[src/hdl/lps_pkg.sv]
`default_nettype none

package lps_pkg;

    localparam int LED_NUM       = 4;
    localparam int PATTERN_DEPTH = 256;
    localparam int QUEUE_DEPTH   = 2;

    localparam int PTR_W     = $clog2(PATTERN_DEPTH);
    localparam int CH_W      = (LED_NUM > 1) ? $clog2(LED_NUM) : 1;
    localparam int QPTR_W    = (QUEUE_DEPTH > 1) ? $clog2(QUEUE_DEPTH) : 1;
    localparam int WORD_W    = 16;
    localparam int PRIO_W    = 8;
    localparam int OUT_LEDS  = 4;
    localparam int SHOW_LEDS = (LED_NUM < OUT_LEDS) ? LED_NUM : OUT_LEDS;

    localparam int S_TDATA_W = 40;
    localparam int S_TUSER_W = 2;
    localparam int M_TDATA_W = 16;
    localparam int CFG_IDX_W = 1;

    localparam logic [1:0] KIND_TICK = 2'd0;
    localparam logic [1:0] KIND_RUN  = 2'd1;
    localparam logic [1:0] KIND_STOP = 2'd2;
    localparam logic [1:0] KIND_LOAD = 2'd3;

    localparam logic [CFG_IDX_W-1:0] CFG_STOP_CODE = 1'b0;
    localparam logic [CFG_IDX_W-1:0] CFG_LOOP_CODE = 1'b1;

    typedef enum logic [2:0] {
        OP_TICK,
        OP_RUN,
        OP_STOP,
        OP_LOAD,
        OP_NOP
    } op_t;

    typedef struct packed {
        op_t                       op;
        logic [CH_W-1:0]           chan;
        logic [PTR_W-1:0]          addr;
        logic signed [WORD_W-1:0]  word;
        logic signed [PRIO_W-1:0]  prio;
    } cmd_t;

    typedef struct packed {
        logic full;
        logic not_empty;
    } q_stat_t;

    typedef enum logic [2:0] {
        S_IDLE,
        S_EXEC,
        S_TICK_RD,
        S_TICK_CMP,
        S_LOOP_CHK,
        S_STOP_CHK,
        S_EMIT
    } state_t;

endpackage

`default_nettype wire

[src/hdl/lps_queue.sv]
`default_nettype none

module lps_queue (
    input  wire logic             clk,
    input  wire logic             rst_n,
    input  wire logic             push,
    input  wire lps_pkg::cmd_t    push_cmd,
    input  wire logic             pop,
    output lps_pkg::cmd_t         pop_cmd,
    output lps_pkg::q_stat_t      q_stat
);

    lps_pkg::cmd_t                 entry_reg [lps_pkg::QUEUE_DEPTH];
    logic [lps_pkg::QPTR_W-1:0]    wr_ptr_reg, wr_ptr_next;
    logic [lps_pkg::QPTR_W-1:0]    rd_ptr_reg, rd_ptr_next;
    logic [lps_pkg::QPTR_W:0]      count_reg, count_next;
    logic                          do_push, do_pop;

    assign q_stat.full      = (count_reg == (lps_pkg::QPTR_W + 1)'(lps_pkg::QUEUE_DEPTH));
    assign q_stat.not_empty = (count_reg != '0);
    assign do_push          = push && !q_stat.full;
    assign do_pop           = pop && q_stat.not_empty;
    assign pop_cmd          = entry_reg[rd_ptr_reg];

    always_comb
    begin
        wr_ptr_next = wr_ptr_reg;
        rd_ptr_next = rd_ptr_reg;
        count_next  = count_reg;
        if (do_push)
        begin
            wr_ptr_next = (wr_ptr_reg == lps_pkg::QPTR_W'(lps_pkg::QUEUE_DEPTH - 1))
                          ? '0 : wr_ptr_reg + 1'b1;
        end
        if (do_pop)
        begin
            rd_ptr_next = (rd_ptr_reg == lps_pkg::QPTR_W'(lps_pkg::QUEUE_DEPTH - 1))
                          ? '0 : rd_ptr_reg + 1'b1;
        end
        if (do_push && !do_pop)
        begin
            count_next = count_reg + 1'b1;
        end
        else if (do_pop && !do_push)
        begin
            count_next = count_reg - 1'b1;
        end
    end

    always_ff @(posedge clk or negedge rst_n)
    begin
        if (!rst_n)
        begin
            wr_ptr_reg <= '0;
            rd_ptr_reg <= '0;
            count_reg  <= '0;
        end
        else
        begin
            wr_ptr_reg <= wr_ptr_next;
            rd_ptr_reg <= rd_ptr_next;
            count_reg  <= count_next;
        end
    end

    always_ff @(posedge clk)
    begin
        if (do_push)
        begin
            entry_reg[wr_ptr_reg] <= push_cmd;
        end
    end

endmodule

`default_nettype wire

[config.mk]
export PLATFORM = sky130hd
export DESIGN_NAME = lps_queue
export DESIGN_NICKNAME = d
export VERILOG_FILES = /design/src/hdl/lps_pkg.sv /design/src/hdl/lps_queue.sv
export SDC_FILE = /design/constraint.sdc
export NUM_CORES = 1
export LEC_CHECK = 0
export ABC_CLOCK_PERIOD_IN_PS = 3610
export BUFFER_PORTS_ARGS = -buffer_cell sky130_fd_sc_hd__buf_2
export CAP_MARGIN = 5
export CORE_MARGIN = 2
export CORE_UTILIZATION = 51
export DETAILED_ROUTE_END_ITERATION = 10
export PLACE_DENSITY_LB_ADDON = 0.08
export SLEW_MARGIN = 25
export SYNTH_ARGS = -nofsm -noshare
export SYNTH_HDL_FRONTEND = slang
export SYNTH_SLANG_ARGS = --single-unit
[constraint.sdc]
create_clock -name clk -period 3.61 [get_ports clk]
set_clock_uncertainty 0.1 [all_clocks]
set_input_delay 1.083 -clock clk [delete_from_list [all_inputs] [get_ports clk]]
set_output_delay 1.083 -clock clk [all_outputs]
set_load 0.01 [all_outputs]
### Word-level counts from Yosys, hierarchy flattened

Memories as Yosys holds them, arrays and structs flattened.
Index checks and enable logic that the tools add are counted.

* register bits: 4
* RAM bits: 74
* input port bits: 41
* memories kept: 1

Memories
* entry_reg: words 2, bits a word 37, read ports 1, clocked after Yosys merged registers in 0, wr ports 1, line lps_queue.sv:13 `lps_pkg::cmd_t entry_reg [lps_pkg::QUEUE_DEPTH];`

* $add $sub $neg: 4
* equal/unequal tests: 1
* muxes and demuxes: 6
* reduce and logical (&&, ||, !) cells: 9

Operators by type and width (count)
* $logic_and A1 B1 Y1: 4
* $mux W1: 4
* $mux W2: 2
* $reduce_bool A2 Y1: 2
* $logic_not A1 Y1: 3
* $add A1 B1 Y1 const B: 2
* $add A2 B1 Y2 const B: 1
* $eq A2 B2 Y1 const B: 1
* $sub A2 B1 Y2 const B: 1

### Longest topological paths before layout

* depth after elaboration: 7
* mapped depth: 7
* mapped depth without buffers: 7

### Worst setup path after synthesis

OpenSTA, ideal clock, no wires.

* kind: input to register
* start: input push
* end: memory entry_reg[0][0] in the netlist's numbering, enable pin
* setup time: 0.431 ns
* arrival time: 2.733 ns
* data required time: 3.079 ns
* path slack: 0.346 ns
* stages on the path: 2
* buffers on the path: 0
* cell sequence: nand2_1 -> nor2_1

* longest elaborated chain between the ends: 3

RTL lines
* start, declared: line lps_queue.sv:6 `input wire logic push,`
* $logic_and A1 B1 Y1: line lps_queue.sv:21 `assign do_push = push && !q_stat.full;`
* $mux W1: line lps_queue.sv:68 `if (do_push)`
* $mux W1 (implied by the code): line lps_queue.sv:70 `entry_reg[wr_ptr_reg] <= push_cmd;`
* end, declared: line lps_queue.sv:13

No other way between the ends.

==> metrics <==
outcome=completed; Gate power share=about 30%; area growth from synthesis to layout=22.9%; post-synthesis simple-gate area fraction=under 10%; Max Freq=roughly 320 MHz; DP Worst Slack=0.784 ns; initial antenna violation count=0; Flop pwr share=47.2%; Ports=80; Total Wirelength=approximately 4700 µm; max reg flops=74; clock slew seen by the registers of the worst setup and hold paths=0.07 ns; WS Path Type=reg2out; DR vias/cell=4.98; WL/cell=between 15 and 20 µm; maximum vdd drop=roughly 0.00056 V; final setup violation count=0; Clk network pwr share=22.8%; vias in the first global route=1,508; deepest clock path buffer count=2; minimum clock period after layout=3.15 ns; largest net degree at the start of global routing=38; share of post-route cells with drive strength above 1=59.5%; Worst-Margin Slew=0.860 ns; CTS tree=done; R2R Path End=entry_reg[0][14]; cell taking the most area after synthesis=edfxtp_1; slack of the critical path=0.463 ns; Post-synth EDFFs=74; R2R Path Start=count_reg[0]; Pwr Total=between 2 and 3 mW; Synth Instances=134; relative slew slack=between 40% and 50%; Cell Pwr Density=797 nW/µm²; gp weighted congestion=0.647; Hold Crit Depth=1; max cap viols=0; number of inserted diodes=0; vias=1,489; Reg2Reg Setup Slack=~1.6 ns; initial DRC count=71; CTS resizes=0; most frequent cell after synthesis=edfxtp_1; Post-Synth Adder-Cell Area=less than 1%; switch share=~28%; Critical Path, Cell by Cell=buf_4 -> mux2_4 -> buf_2; final net count=264; hold_sp=count_reg[1]; XOR/XNOR Fraction of Synth Area=1.48%; Non-Filler Instances=299; HPWL Detailed=around 3200 µm; worst path bufs/invs=2; Post-synth top cells=edfxtp_1 (74), mux2_4 (20), mux2_2 (17), dfrtp_1 (4); Req. time, crit path=~2.4 ns; fillers=409; RSZ-0062 raised after global routing=false; mux contribution to synthesized area=16.7%; Clock Latency Late Sink=0.33 ns; Hold Vio Cnt, Final=0; largest family of logic cells by synthesized area=multiplexers; drt pass-1 iters=4; htree depth=3; Hold WC Path Type=reg2reg; placed cells=283; Register Area=approximately 2300 µm²; clk sinks=78; Worst setup SP type=flip-flop; register area share after synthesis=78.6%; Post-CTS Hold Buffers=0; Critical Path AT=about 2.0 ns; Root Buffer=clkbuf_8; Hold Path End=count_reg[1]; top_reg_cell synth=edfxtp_1; Site Rows=27; Final Cell Area=3630 µm²; post-CTS setup buffer count=0; Synth async-reset ratio=5.13%; gr usage total=15.7%; top cell type's share of synthesized area=between 70% and 80%; placed cell area=approximately 3400 µm²; Leak=approximately 1.4 nW; Core Box Area=5540 µm²; fin crit share=87.2%; NetSw=811 µW; Ys Warns=0; die area=6410 µm²; setup TNS=0 ns; cts bufs inserted=9; IO Port Bufs=79; multi-input logic area=593 µm²; Avg Cell Area, Syn=22.0 µm²; Die W=80.1 µm; Synth Area in Compound Gates=0%; Slowest cell on crit path=dfrtp_2; largest stage delay on the critical path=0.77 ns; crit-path leading delay family=flip-flops; Int Power=around 2.1 mW; R2R depth=4; Final Max Tran Viols=0; post-synthesis register bit count=78; initial core utilization=53.3%; CP endpoint kind=output port; synthesized area=2950 µm²; first-pass GRT wire length=about 7200 µm; top post-synthesis cells by area=edfxtp_1 (75%), mux2_4 (10%), mux2_2 (6.5%), dfrtp_1 (3.4%), buf_6 (1.1%); post-route antenna net violation count=0; gr ovfl total=0; DRC Markers=0; Die H=80.1 µm; Net Count, Synth=around 180; Unique masters post-synth=16; CP max FO=25
[placed cells by master (no fill, tap or decap), types with 2 or more instances in the layout]
| cell | n |
|---|---|
| xnor2_1 | 3 |
| edfxtp_1 | 74 |
| xor2_1 | 2 |
| mux2_2 | 17 |
| inv_1 | 2 |
| buf_2 | 79 |
| buf_4 | 2 |
| dfrtp_1 | 3 |
| clkbuf_8 | 9 |
| mux2_4 | 20 |
| bufinv_16 | 2 |
| clkinv_1 | 3 |
[cell families (layout without fill, tap and decap cells)]
group / after synthesis / count (layout)
xor gates and xnor gates: 5 / 5
DFF: 78 / 78
muxes: 37 / 37
buffers and inverters: 6 / 99
and+or+nand+nor: 7 / 7
adders and majority gates: 1 / 1
[worst max-delay path by stage]
stage                from               to  slack, ns  cells past startpoint
2_1_floorplan        push  entry_reg[0][0]       0.35                      2
3_3_place_gp   rd_ptr_reg      pop_cmd[35]       0.85                      3
3_5_place_dp   rd_ptr_reg      pop_cmd[32]       0.78                      3
4_1_cts        rd_ptr_reg      pop_cmd[27]       0.41                      3
5_1_grt        rd_ptr_reg      pop_cmd[27]       0.35                      3
6_report       rd_ptr_reg      pop_cmd[27]       0.46                      3
[power by group through the flow]
stage               Combinational, mW  Clock [mW]  Sequential, mW
floorplan                       0.673           0            1.31
global placement                0.863           0            1.37
detailed placement              0.887           0            1.39
CTS                             0.891       0.679            1.37
global route                    0.947       0.715            1.39
finish                          0.869       0.659            1.36
[area by class of cell]
type	count	area share, %
clock buffers	10	3.52
well taps	72	2.48
multi-input cells	50	16.3
clock inverters	6	2.10
inverters	2	0.207
repair buffers	81	11.3
flip-flops and latches	78	64.0
[layer usage]
metal / track usage (%) / part of all wire (%) / up-vias
met5: 0 / 0 / -
met4: 9.32 / 2.0 / 0
met3: 4.61 / 6.2 / 10
met2: 25.4 / 52 / 56
met1: 18.5 / 40 / 728
li1: - / - / 695
[per-stage QoR]
stage,util (%),hold slack (ns)
final,65.5,0.413
after detailed placement,61.8,0.397
after CTS,65.5,0.420
after floorplan,-,0.356
after global routing,65.5,0.427
after global placement,61.8,0.370
Note: power is estimated with default switching activity, not from simulation.
